## config.mk

```make
export PLATFORM = sky130hd
export DESIGN_NAME = four_lane_swinging_door_compressor
export DESIGN_NICKNAME = d
export VERILOG_FILES = /design/src/rtl/swd_pkg.sv /design/src/rtl/swd_front.sv /design/src/rtl/swd_lane.sv /design/src/rtl/four_lane_swinging_door_compressor.sv
export SDC_FILE = /design/constraint.sdc
export NUM_CORES = 2
export LEC_CHECK = 0
export BUFFER_PORTS_ARGS = -buffer_cell sky130_fd_sc_hd__buf_2
export CAP_MARGIN = 20
export CORE_MARGIN = 1.5
export CORE_UTILIZATION = 40
export CTS_CLUSTER_SIZE = 12
export DETAILED_ROUTE_END_ITERATION = 10
export SLEW_MARGIN = 30
export SYNTH_ARGS = -nofsm -noshare
export SYNTH_HDL_FRONTEND = slang
export SYNTH_SLANG_ARGS = --single-unit
```

## constraint.sdc

```tcl
create_clock -name clk -period 11.9 [get_ports clk]
set_clock_uncertainty 0.2 [all_clocks]
set_input_delay 0.595 -clock clk [delete_from_list [all_inputs] [get_ports clk]]
set_output_delay 0.595 -clock clk [all_outputs]
set_load 0.02 [all_outputs]
```

## src/rtl/swd_pkg.sv

```systemverilog
// Shared types and constants for the four-lane swinging-door compressor.
// Holds the payload structs, register map and reset values; no dependencies.
`timescale 1ns / 1ps

package swd_pkg;

  localparam int SampleWidthDef = 16;
  localparam int LaneCountDef   = 4;
  localparam int FieldLanes     = 4;
  localparam int DevWidth       = 15;
  localparam int LightDevWidth  = 7;
  localparam int HeldWidth      = 15;
  localparam int HeldLightWidth = 7;
  localparam int RegAddrWidth   = 4;
  localparam int LightShift     = 12;
  localparam int LightProdWidth = 23;

  localparam int LaneTemp  = 0;
  localparam int LaneHum   = 1;
  localparam int LaneDist  = 2;
  localparam int LaneLight = 3;

  typedef enum logic [1:0] {
    REG_TEMP_DEV  = 2'd0,
    REG_HUM_DEV   = 2'd1,
    REG_DIST_DEV  = 2'd2,
    REG_LIGHT_DEV = 2'd3
  } reg_index_t;

  localparam logic [DevWidth-1:0]      TempDevRst  = 15'd40;
  localparam logic [DevWidth-1:0]      HumDevRst   = 15'd100;
  localparam logic [DevWidth-1:0]      DistDevRst  = 15'd10;
  localparam logic [LightDevWidth-1:0] LightDevRst = 7'd5;

  localparam logic [6:0] Hundred   = 7'd100;
  localparam logic [6:0] LightFull = 7'd100;

  typedef struct packed {
    logic [7:0]  temp_whole;
    logic [7:0]  temp_fraction;
    logic [7:0]  hum_whole;
    logic [7:0]  hum_fraction;
    logic [14:0] distance_cm;
    logic [15:0] light_raw;
  } sample_t;

  typedef struct packed {
    logic [HeldWidth-1:0]      held_temp;
    logic [HeldWidth-1:0]      held_hum;
    logic [HeldWidth-1:0]      held_dist;
    logic [HeldLightWidth-1:0] held_light;
    logic                      temp_changed;
    logic                      hum_changed;
    logic                      dist_changed;
    logic                      light_changed;
  } result_t;

endpackage

```

## src/rtl/swd_front.sv

```systemverilog
// Front stage: rebuilds the four lane samples from the raw sensor fields and registers them.
// Depends on swd_pkg.
`timescale 1ns / 1ps

module swd_front import swd_pkg::*; #(
  parameter int SAMPLE_WIDTH = SampleWidthDef
) (
  input  logic                                    clk,
  input  logic                                    load,
  input  sample_t                                 sample,
  output logic [FieldLanes-1:0][SAMPLE_WIDTH-1:0] lane_sample
);

  logic [14:0]               temp_val;
  logic [14:0]               hum_val;
  logic [LightProdWidth-1:0] light_prod;
  logic [LightProdWidth-LightShift-1:0] light_pct;
  logic [6:0]                light_sat;
  logic [FieldLanes-1:0][31:0] wide;

  always_comb begin
    temp_val   = 15'(sample.temp_whole) * 15'(Hundred) + 15'(sample.temp_fraction);
    hum_val    = 15'(sample.hum_whole) * 15'(Hundred) + 15'(sample.hum_fraction);
    light_prod = LightProdWidth'(sample.light_raw) * LightProdWidth'(Hundred);
    light_pct  = light_prod[LightProdWidth-1:LightShift];
    // saturate at full scale
    light_sat  = (light_pct > (LightProdWidth-LightShift)'(LightFull)) ? LightFull
                                                                       : light_pct[6:0];
    wide[LaneTemp]  = 32'(temp_val);
    wide[LaneHum]   = 32'(hum_val);
    wide[LaneDist]  = 32'(sample.distance_cm);
    wide[LaneLight] = 32'(light_sat);
  end

  always_ff @(posedge clk) begin
    if (load) begin
      for (int k = 0; k < FieldLanes; k++) begin
        lane_sample[k] <= wide[k][SAMPLE_WIDTH-1:0];
      end
    end
  end

endmodule

```

## src/rtl/swd_lane.sv

```systemverilog
// One swinging-door lane: stored and previous sample, upper and lower door.
// Depends on swd_pkg.
`timescale 1ns / 1ps

module swd_lane import swd_pkg::*; #(
  parameter int SAMPLE_WIDTH = SampleWidthDef
) (
  input  logic                    clk,
  input  logic                    rst,
  input  logic                    update,
  input  logic                    first,
  input  logic [SAMPLE_WIDTH-1:0] sample,
  input  logic [DevWidth-1:0]     dev,
  output logic [SAMPLE_WIDTH-1:0] held_next,
  output logic                    changed
);

  localparam int MaxW = (SAMPLE_WIDTH > DevWidth) ? SAMPLE_WIDTH : DevWidth;
  localparam int CW   = MaxW + 2;
  localparam int DW   = SAMPLE_WIDTH + 2;
  localparam logic signed [CW-1:0] ClampHi = {{(CW-DW+1){1'b0}}, {(DW-1){1'b1}}};
  localparam logic signed [CW-1:0] ClampLo = ~ClampHi;
  localparam logic signed [DW-1:0] DoorMin = {1'b1, {(DW-1){1'b0}}};
  localparam logic signed [DW-1:0] DoorMax = ~DoorMin;

  function automatic logic signed [DW-1:0] clamp(input logic signed [CW-1:0] v);
    logic signed [CW-1:0] c;
    c = v;
    if (v > ClampHi) c = ClampHi;
    if (v < ClampLo) c = ClampLo;
    return signed'(c[DW-1:0]);
  endfunction

  logic [SAMPLE_WIDTH-1:0] stored;
  logic [SAMPLE_WIDTH-1:0] previous;
  logic signed [DW-1:0]    upper;
  logic signed [DW-1:0]    lower;

  logic [SAMPLE_WIDTH-1:0] stored_eff;
  logic [SAMPLE_WIDTH-1:0] previous_eff;
  logic signed [CW-1:0]    s_x;
  logic signed [CW-1:0]    d_x;
  logic signed [CW-1:0]    st_x;
  logic signed [CW-1:0]    pv_x;
  logic signed [DW-1:0]    a_up;
  logic signed [DW-1:0]    a_dn;
  logic signed [DW-1:0]    b_up;
  logic signed [DW-1:0]    b_dn;
  logic signed [DW-1:0]    up_max;
  logic signed [DW-1:0]    dn_min;
  logic                    doors_cross;
  logic signed [DW-1:0]    upper_next;
  logic signed [DW-1:0]    lower_next;

  always_comb begin
    // the first sample seeds both stored and previous
    stored_eff   = first ? sample : stored;
    previous_eff = first ? sample : previous;
    s_x  = signed'({{(CW-SAMPLE_WIDTH){1'b0}}, sample});
    st_x = signed'({{(CW-SAMPLE_WIDTH){1'b0}}, stored_eff});
    pv_x = signed'({{(CW-SAMPLE_WIDTH){1'b0}}, previous_eff});
    d_x  = signed'({{(CW-DevWidth){1'b0}}, dev});
    // doors against the current stored value and, for a restart, the previous sample
    a_up = clamp(s_x - st_x - d_x);
    a_dn = clamp(s_x - st_x + d_x);
    b_up = clamp(s_x - pv_x - d_x);
    b_dn = clamp(s_x - pv_x + d_x);
    up_max = (a_up > upper) ? a_up : upper;
    dn_min = (a_dn < lower) ? a_dn : lower;
    doors_cross = (up_max >= dn_min);
    held_next  = doors_cross ? previous_eff : stored_eff;
    upper_next = doors_cross ? b_up : up_max;
    lower_next = doors_cross ? b_dn : dn_min;
    changed    = first || (held_next != stored);
  end

  always_ff @(posedge clk) begin
    if (rst) begin
      stored   <= '0;
      previous <= '0;
      upper    <= DoorMin;
      lower    <= DoorMax;
    end else if (update) begin
      stored   <= held_next;
      previous <= sample;
      upper    <= upper_next;
      lower    <= lower_next;
    end
  end

endmodule

```

## src/rtl/four_lane_swinging_door_compressor.sv

```systemverilog
// Four-lane swinging-door compressor, top level: config registers, handshake and lane merge.
// Depends on swd_pkg, swd_front and swd_lane.
`timescale 1ns / 1ps

// Usage
//   sample channel: sample_valid / sample_stall / sample carry one sensor set per transfer.
//   result channel: result_valid / result_stall / result carry one result per sample,
//   in order: held value and change flag for temperature, humidity, distance and light.
//   APB port: four deviation registers at byte addresses 0, 4, 8 and 12; write only
//   while the block is idle. pready is tied high.
// Path: a transferred sample passes the front register, then the result register, which
// loads when the result side is free.
// Throughput: one sample per cycle while the result side does not stall; every instantiated
// lane updates in parallel against its own state.
// Reset (rst, synchronous): empties both stages, clears the lane state, marks the next
// sample as the first one and loads the deviation registers with their defaults.
// Receiver stall: the result register holds; an empty front register still takes one more
// sample, then sample_stall rises until the result is taken.

module four_lane_swinging_door_compressor import swd_pkg::*; #(
  parameter int SAMPLE_WIDTH = SampleWidthDef,
  parameter int LANE_COUNT   = LaneCountDef
) (
  input  logic                    clk,
  input  logic                    rst,
  input  logic                    psel,
  input  logic                    penable,
  input  logic                    pwrite,
  input  logic [RegAddrWidth-1:0] paddr,
  input  logic [31:0]             pwdata,
  output logic [31:0]             prdata,
  output logic                    pready,
  input  logic                    sample_valid,
  output logic                    sample_stall,
  input  sample_t                 sample,
  output logic                    result_valid,
  input  logic                    result_stall,
  output result_t                 result
);

  localparam int ActiveLanes = (LANE_COUNT < FieldLanes) ? LANE_COUNT : FieldLanes;

  logic [DevWidth-1:0]      temp_dev;
  logic [DevWidth-1:0]      hum_dev;
  logic [DevWidth-1:0]      dist_dev;
  logic [LightDevWidth-1:0] light_dev;

  logic       cfg_write;
  reg_index_t cfg_index;

  logic s1_valid;
  logic first_pending;
  logic out_free;
  logic s1_free;
  logic advance;

  logic [FieldLanes-1:0][SAMPLE_WIDTH-1:0] lane_sample;
  logic [FieldLanes-1:0][DevWidth-1:0]     lane_dev;
  logic [FieldLanes-1:0][SAMPLE_WIDTH-1:0] lane_held;
  logic [FieldLanes-1:0]                   lane_changed;
  logic [FieldLanes-1:0][31:0]             held_wide;
  result_t                                 result_next;

  // configuration port
  assign pready    = 1'b1;
  assign cfg_write = psel && penable && pwrite && pready;
  assign cfg_index = reg_index_t'(paddr[RegAddrWidth-1:2]);

  always_ff @(posedge clk) begin
    if (rst) begin
      temp_dev  <= TempDevRst;
      hum_dev   <= HumDevRst;
      dist_dev  <= DistDevRst;
      light_dev <= LightDevRst;
    end else if (cfg_write) begin
      case (cfg_index)
        REG_TEMP_DEV:  temp_dev  <= pwdata[DevWidth-1:0];
        REG_HUM_DEV:   hum_dev   <= pwdata[DevWidth-1:0];
        REG_DIST_DEV:  dist_dev  <= pwdata[DevWidth-1:0];
        REG_LIGHT_DEV: light_dev <= pwdata[LightDevWidth-1:0];
        default: ;
      endcase
    end
  end

  always_comb begin
    case (cfg_index)
      REG_TEMP_DEV:  prdata = 32'(temp_dev);
      REG_HUM_DEV:   prdata = 32'(hum_dev);
      REG_DIST_DEV:  prdata = 32'(dist_dev);
      REG_LIGHT_DEV: prdata = 32'(light_dev);
      default:       prdata = '0;
    endcase
  end

  // pipeline control: front register, then result register
  assign out_free     = !result_valid || !result_stall;
  assign s1_free      = !s1_valid || out_free;
  assign sample_stall = !s1_free;
  assign advance      = s1_valid && out_free;

  always_ff @(posedge clk) begin
    if (rst) begin
      s1_valid      <= 1'b0;
      result_valid  <= 1'b0;
      first_pending <= 1'b1;
    end else begin
      if (s1_free) s1_valid <= sample_valid;
      if (out_free) result_valid <= s1_valid;
      if (advance) first_pending <= 1'b0;
    end
  end

  swd_front #(
    .SAMPLE_WIDTH(SAMPLE_WIDTH)
  ) u_front (
    .clk        (clk),
    .load       (sample_valid && !sample_stall),
    .sample     (sample),
    .lane_sample(lane_sample)
  );

  assign lane_dev[LaneTemp]  = temp_dev;
  assign lane_dev[LaneHum]   = hum_dev;
  assign lane_dev[LaneDist]  = dist_dev;
  assign lane_dev[LaneLight] = DevWidth'(light_dev);

  for (genvar k = 0; k < FieldLanes; k++) begin : g_lane
    if (k < ActiveLanes) begin : g_on
      swd_lane #(
        .SAMPLE_WIDTH(SAMPLE_WIDTH)
      ) u_lane (
        .clk      (clk),
        .rst      (rst),
        .update   (advance),
        .first    (first_pending),
        .sample   (lane_sample[k]),
        .dev      (lane_dev[k]),
        .held_next(lane_held[k]),
        .changed  (lane_changed[k])
      );
    end else begin : g_off
      assign lane_held[k]    = '0;
      assign lane_changed[k] = 1'b0;
    end
    assign held_wide[k] = 32'(lane_held[k]);
  end

  // merge the lanes into one result
  always_comb begin
    result_next.held_temp     = held_wide[LaneTemp][HeldWidth-1:0];
    result_next.held_hum      = held_wide[LaneHum][HeldWidth-1:0];
    result_next.held_dist     = held_wide[LaneDist][HeldWidth-1:0];
    result_next.held_light    = held_wide[LaneLight][HeldLightWidth-1:0];
    result_next.temp_changed  = lane_changed[LaneTemp];
    result_next.hum_changed   = lane_changed[LaneHum];
    result_next.dist_changed  = lane_changed[LaneDist];
    result_next.light_changed = lane_changed[LaneLight];
  end

  always_ff @(posedge clk) begin
    if (advance) result <= result_next;
  end

endmodule

```

# == Yosys cells after proc, flatten, opt, wreduce, memory -nomap -nowiden ==
# Cells that the tools add are included.
# totals
output_inout_bits,91
latch_bits,0
mem_bits_ro,0
memories,0
word_cells,196
mem_bits_rw,0
regBits,423
in_bits,106
# classes
shifts,0
add_sub_neg,26
mul,3
reduce_logical,19
bitwise,0
n_mux,61
eq_ne,7
magnitude_cmp,45
div_mod_pow,0
# ops
operator,n
2-to-1 mux 18 bit,48
greater-than comparator 18 bit (second input constant),16
< comparator 18 bit (second input constant),16
2-to-1 mux 16 bit,8
case mux 32 bit (4 select lines),1
adder 18 x 16 -> 18 bit,6
subtractor 18 x 16 -> 18 bit,6
subtractor 15 x 16 -> 17 bit,6
greater-or-equal comparator 18 bit,4
greater-than comparator 18 bit,4
< comparator 18 bit,4
inequality test 16 bit,4
2-to-1 mux 15 bit,3
adder 18 x 8 -> 18 bit,2
subtractor 18 x 8 -> 18 bit,2
subtractor 7 x 16 -> 17 bit,2
adder 15 x 8 -> 15 bit,2
multiplier 8 x 5 -> 13 bit (second input constant),2
multiplier 16 x 5 -> 21 bit (second input constant),1
greater-than comparator 11 x 7 -> 1 bit (second input constant),1
AND reduction 2 bit,4
2-to-1 mux 7 bit,1
logical OR 1 bit,6
equality test 2 bit (second input constant),2
other kinds (4),10

# == Logic depth before layout (Yosys ltp) ==
# logic_depth
depth_word,12
depth_mapped,46

# == Cells and area by module ==
# Synthesis repeated with hierarchy kept, for this count alone.
# hier_totals
hier_cells,5515
hier_area_um2,46768.6
# by_module_without_submodules
module,seq_area_each_um2,instances,area_per_inst_um2,cells_per_inst
swd_lane at g_lane[3].g_on.u_lane,1361.3,1,9412.8,1213
swd_lane at g_lane[0].g_on.u_lane,1361.3,1,9336.5,1182
swd_lane at g_lane[1].g_on.u_lane,1361.3,1,9251.4,1179
swd_lane at g_lane[2].g_on.u_lane,1361.3,1,9192.6,1145
swd_front,1561.5,1,5127.4,473
four_lane_swinging_door_compressor,2782.7,1,4448.0,323

# == Worst setup path before layout ==
# No wires, ideal clock.
# synth_timing
kind,register to register
from,reg first_pending
to,"reg result[2] (netlist name), data pin"
path_slack_ns,1.948
setup_time_ns,0.269
synth_period_minus_slack_ns,9.952
t_required_ns,11.431
stages_incl_launch_ff,36
arrival_ns,9.483
cell_sequence,dfxtp_1 buf_2 clkbuf_1 clkbuf_1 clkbuf_1 buf_2 mux2i_1 ha_1 or4_1 o2111a_1 o41ai_2 xnor2_1 ha_1 clkbuf_1 nor3_1 a2111o_1 a31oi_1 o21ai_0 xnor2_1 ha_1 nand4_1 or4_1 o221ai_1 clkbuf_1 mux2_2 ha_1 a2111oi_0 o211ai_1 o22ai_1 o2111ai_1 nand2_1 clkbuf_1 buf_1 a32oi_1 nor3b_1 nand4_1
# synth_via
elab_chain_len,12
word_cells_on_any_way,21
# synth_lines
element,line_no,source
from (decl),four_lane_swinging_door_compressor.sv:52,logic first_pending;
from (signal assigned),four_lane_swinging_door_compressor.sv:106,first_pending <= 1'b1;
from (signal assigned),four_lane_swinging_door_compressor.sv:110,if (advance) first_pending <= 1'b0;
2-to-1 mux 16 bit,swd_lane.sv:57,stored_eff = first ? sample : stored;
subtractor 15 x 16 -> 17 bit,"swd_lane.sv:64, swd_lane.sv:65",
subtractor 18 x 16 -> 18 bit / adder 18 x 16 -> 18 bit (equally long branches),"swd_lane.sv:64, swd_lane.sv:65",
greater-than comparator 18 bit,swd_lane.sv:29,if (v > ClampHi) c = ClampHi;
2-to-1 mux 18 bit,swd_lane.sv:29,
2-to-1 mux 18 bit,swd_lane.sv:30,if (v < ClampLo) c = ClampLo;
greater-than comparator 18 bit / < comparator 18 bit (equally long branches),"swd_lane.sv:68, swd_lane.sv:69",
2-to-1 mux 18 bit (on tied branches),"swd_lane.sv:68, swd_lane.sv:69",
greater-or-equal comparator 18 bit,swd_lane.sv:70,doors_cross = (up_max >= dn_min);
2-to-1 mux 16 bit,swd_lane.sv:71,held_next = doors_cross ? previous_eff : stored_eff;
inequality test 16 bit,swd_lane.sv:74,changed = first || (held_next != stored);
logical OR 1 bit (*),swd_lane.sv:74,
via g_lane[1].g_on.u_lane.changed,swd_lane.sv:15,output logic changed
to (signal assigned),four_lane_swinging_door_compressor.sv:162,if (advance) result <= result_next;
to (decl),four_lane_swinging_door_compressor.sv:38,output result_t result
# The timed path passes the listed nets; every way through them passes the cells marked *.
# A chain may end at the register's enable or synchronous reset.

# == Worst setup path after layout ==
# layout_timing
from,reg first_pending
to,"reg result[1] (netlist name), data pin"
# layout_via
elab_chain_len,12
word_cells_on_any_way,21
# layout_lines
element,line_no
2-to-1 mux 16 bit,swd_lane.sv:57
subtractor 15 x 16 -> 17 bit,"swd_lane.sv:64, swd_lane.sv:65"
subtractor 18 x 16 -> 18 bit / adder 18 x 16 -> 18 bit (equally long branches),"swd_lane.sv:64, swd_lane.sv:65"
greater-than comparator 18 bit,swd_lane.sv:29
2-to-1 mux 18 bit,swd_lane.sv:29
2-to-1 mux 18 bit,swd_lane.sv:30
greater-than comparator 18 bit / < comparator 18 bit (equally long branches),"swd_lane.sv:68, swd_lane.sv:69"
2-to-1 mux 18 bit (on tied branches),"swd_lane.sv:68, swd_lane.sv:69"
greater-or-equal comparator 18 bit,swd_lane.sv:70
2-to-1 mux 16 bit,swd_lane.sv:71
inequality test 16 bit,swd_lane.sv:74
logical OR 1 bit (*),swd_lane.sv:74
via g_lane[2].g_on.u_lane.changed,swd_lane.sv:15
# Marked as above.

==> impl_metrics.toml <==
[final_layout]
finalInstanceArea_sq_mm = 0.04817
nNetsFinal = 6336
drive_gt1_share_pct = 7.500
layout_common_cells = "656 x ha_1, 543 x nand2_1, 515 x inv_1"
final_common_cell = "ha_1"
nFillCells = 10830
syn_to_final_growth_pct = 9.734

[placement]
io_buffers = 159
place_congestion = 0.9313
place_area_sq_mm = 0.04613
dpl.hpwl_microns = 107200

[logic_synthesis]
yosys_register_bits = 423
avgSynthCellArea_sq_um = 8.053
synth_async_sr_flop_share_pct = 0
synthTopCellsByArea = "ha_1 19%, dfxtp_1 14%, edfxtp_1 7.4%"
yosysTopAreaCell = "ha_1"
syn_area_sq_mm = 0.04390
synth-edff-count = 108
ys.flop_type = "dfxtp_1"
yosysSeqAreaShare_pct = 21.75
ys_types = 93
synth_top_cell_area_share_pct = 18.70
ys_warn_count = 0
synthCells = 5451

[timing]
fin_crit_ns = 10.97
report.final.hold_viol_count = 0
fin_crit_sh_pct = 92.17
maxSlewViolCount = 0
setup_tns_ns = 0
worstMarginPinSlew_ns = 0.9564
max-slew-margin-rel_pct = 34.59
max_freq_mhz = 91.18
rsz0062_at_grt = "no"
setup_violations = 0
holdWs_ns = 0.03784

[setup_path]
r2r_slack_ns = 0.93
critPathRequiredTime_ns = 12.06
cp-start-kind = "register"
cp_slowest_stage_delay_ns = 0.61
cp_max_fo = 38
reg2reg_from = "first_pending"
worst_path_max_delay_cell = "dfxtp_4"
cpLargestDelayFamily = "simple AND/OR/NAND/NOR gates"
crit_top_cell = "ha_1"
end_kind = "register"
cp_num_buf_inv = 2
criticalPathCategory = "register to register"
worstReg2RegEnd = "result[1]"
rr_worst_depth = 34
arrival_ns = 11.12

[global_routing]
grt_pass1_vias = 37410
grt_pass1_wl_microns = 210200
grt_max_degree = 80
overflow = 0
grt_usage_pct = 23.66
antenna_found_initial = 8

[floorplanning]
initial_utilization_pct = 40.33
row_count = 121
die_h_microns = 334.3
core_area_sq_mm = 0.1089
pin_count = 197
die_x_microns = 334.3
die_area_sq_mm = 0.1117

[status]
status = "complete, no violations"

[detailed_routing]
viasPerCell = 5.642
ant_nets = 0
wl_per_cell_microns = 19.47
drc = 0
num_vias = 39440
dr.pass1.iters = 6
routed_wl_microns = 136100
drt-initial-drc-count = 2929

[clock_network]
htreeDepth = 2
clk_pin_slew_ns = 0.07
cts_buffers = 51
clockRootBuffer = "clkbuf_16"
insertion_delay_ns = 0.66
cts_tree = "built"
clock-sinks = 423
cts_resized = 0
cts_buffer_depth = 3

[hold_path]
hold_start = "result_stall"
min_to = "result_valid"
hold_path_class = "input port to register"
worstHoldPathCells = 3

[flow_run]
drv_cap = 0
==> worst register-to-register path: cells and delay by family, from the launching register on <==
kind | cells | cell delay (ns)
and+or+nand+nor | 13 | 3.62
AOI/OAI and AO/OA | 12 | 3.21
adders and majority gates | 4 | 1.28
buffers and inverters | 2 | 0.82
muxes | 2 | 0.78
DFF | 1 | 0.61
xor gates and xnor gates | 1 | 0.18
==> stage by stage <==
step	cells	util (%)	worst slack [ns]
2_1_floorplan	5467	-	1.948
3_3_place_gp	6867	42.36	1.161
3_5_place_dp	6867	42.38	1.158
4_1_cts	6987	44.23	1.146
5_1_grt	6988	44.25	0.2235
6_report	6990	44.25	0.9322
==> cell usage after synthesis (all sizes together) (13+ instances only) <==
cell type / instances
ha: 656
nand2: 546
inv: 515
a21oi: 499
nor2: 369
dfxtp: 315
o21ai: 247
xnor2: 226
mux2i: 190
clkbuf: 179
edfxtp: 108
nor3: 106
xor2: 106
o211ai: 98
a21o: 91
a211oi: 80
nor2b: 78
o21a: 69
nand2b: 65
o21bai: 55
buf: 54
nand3: 51
fa: 43
mux2: 43
nand4: 43
and2: 41
a31oi: 37
or3: 36
a21boi: 34
and3: 34
a211o: 33
o31ai: 30
a311oi: 24
o22ai: 22
nor4: 20
or2: 20
a22oi: 19
o31a: 17
o41ai: 16
a221oi: 15
o221ai: 14
a2111oi: 13
nand3b: 13
o2111ai: 13
o311ai: 13
==> metal layers <==
| layer | vias to the layer above | track usage, % | wire length, microns |
|---|---|---|---|
| li1 | 19580 | - | - |
| met1 | 18580 | 33.33 | 64980 |
| met2 | 1088 | 37.78 | 59700 |
| met3 | 176 | 2.517 | 7281 |
| met4 | 8 | 7.282 | 4084 |
| met5 | - | 0 | 53 |
==> how the worst max path moves through the flow <==
stage / cells past startpoint / start / slack (ns) / to
after CTS: 37 / first_pending / 1.15 / result[1]
after global placement: 34 / first_pending / 1.16 / result[1]
after detailed placement: 34 / first_pending / 1.16 / result[1]
after global routing: 37 / first_pending / 0.22 / result[1]
final: 34 / first_pending / 0.93 / result[1]
after floorplan: 35 / first_pending / 1.95 / result[2]
==> cell type report <==
cell class / instances / area, sq um / area share (%)
well taps: 1414 / 1769 / 3.673
clock buffers: 62 / 1348 / 2.798
multi-input cells: 4293 / 31610 / 65.62
repair buffers: 244 / 1518 / 3.151
clock inverters: 33 / 414.1 / 0.8598
flip-flops and latches: 423 / 9553 / 19.83
diodes: 3 / 7.507 / 0.01559
inverters: 518 / 1952 / 4.052
==> state kept, by name, indices dropped and copies added (netlist names) <==
signal,cells
g_lane.g_on.u_lane.stored,64
temp_dev,15
result,56
g_lane.g_on.u_lane.lower,72
light_dev,7
result_valid,1
g_lane.g_on.u_lane.previous,52
first_pending,1
hum_dev,15
u_front.lane_sample,52
s1_valid,1
g_lane.g_on.u_lane.upper,72
dist_dev,15
==> what timing repair did <==
action,in CTS,in global routing
hold endpoints to repair,37,0
hold buffers,25,0
buffers inserted,0,0
==> cells by family after synthesis <==
kind of cell	synth area share, %
xor gates and xnor gates	6.624
AOI/OAI and AO/OA	23.03
buffers and inverters	6.636
other	0.01711
DFF	21.75
muxes	5.795
and+or+nand+nor	15.49
adders and majority gates	20.66
Power is left out: the tool's default activity adds up to more than one toggle a clock period on the data nets, which glitch-free logic cannot reach.
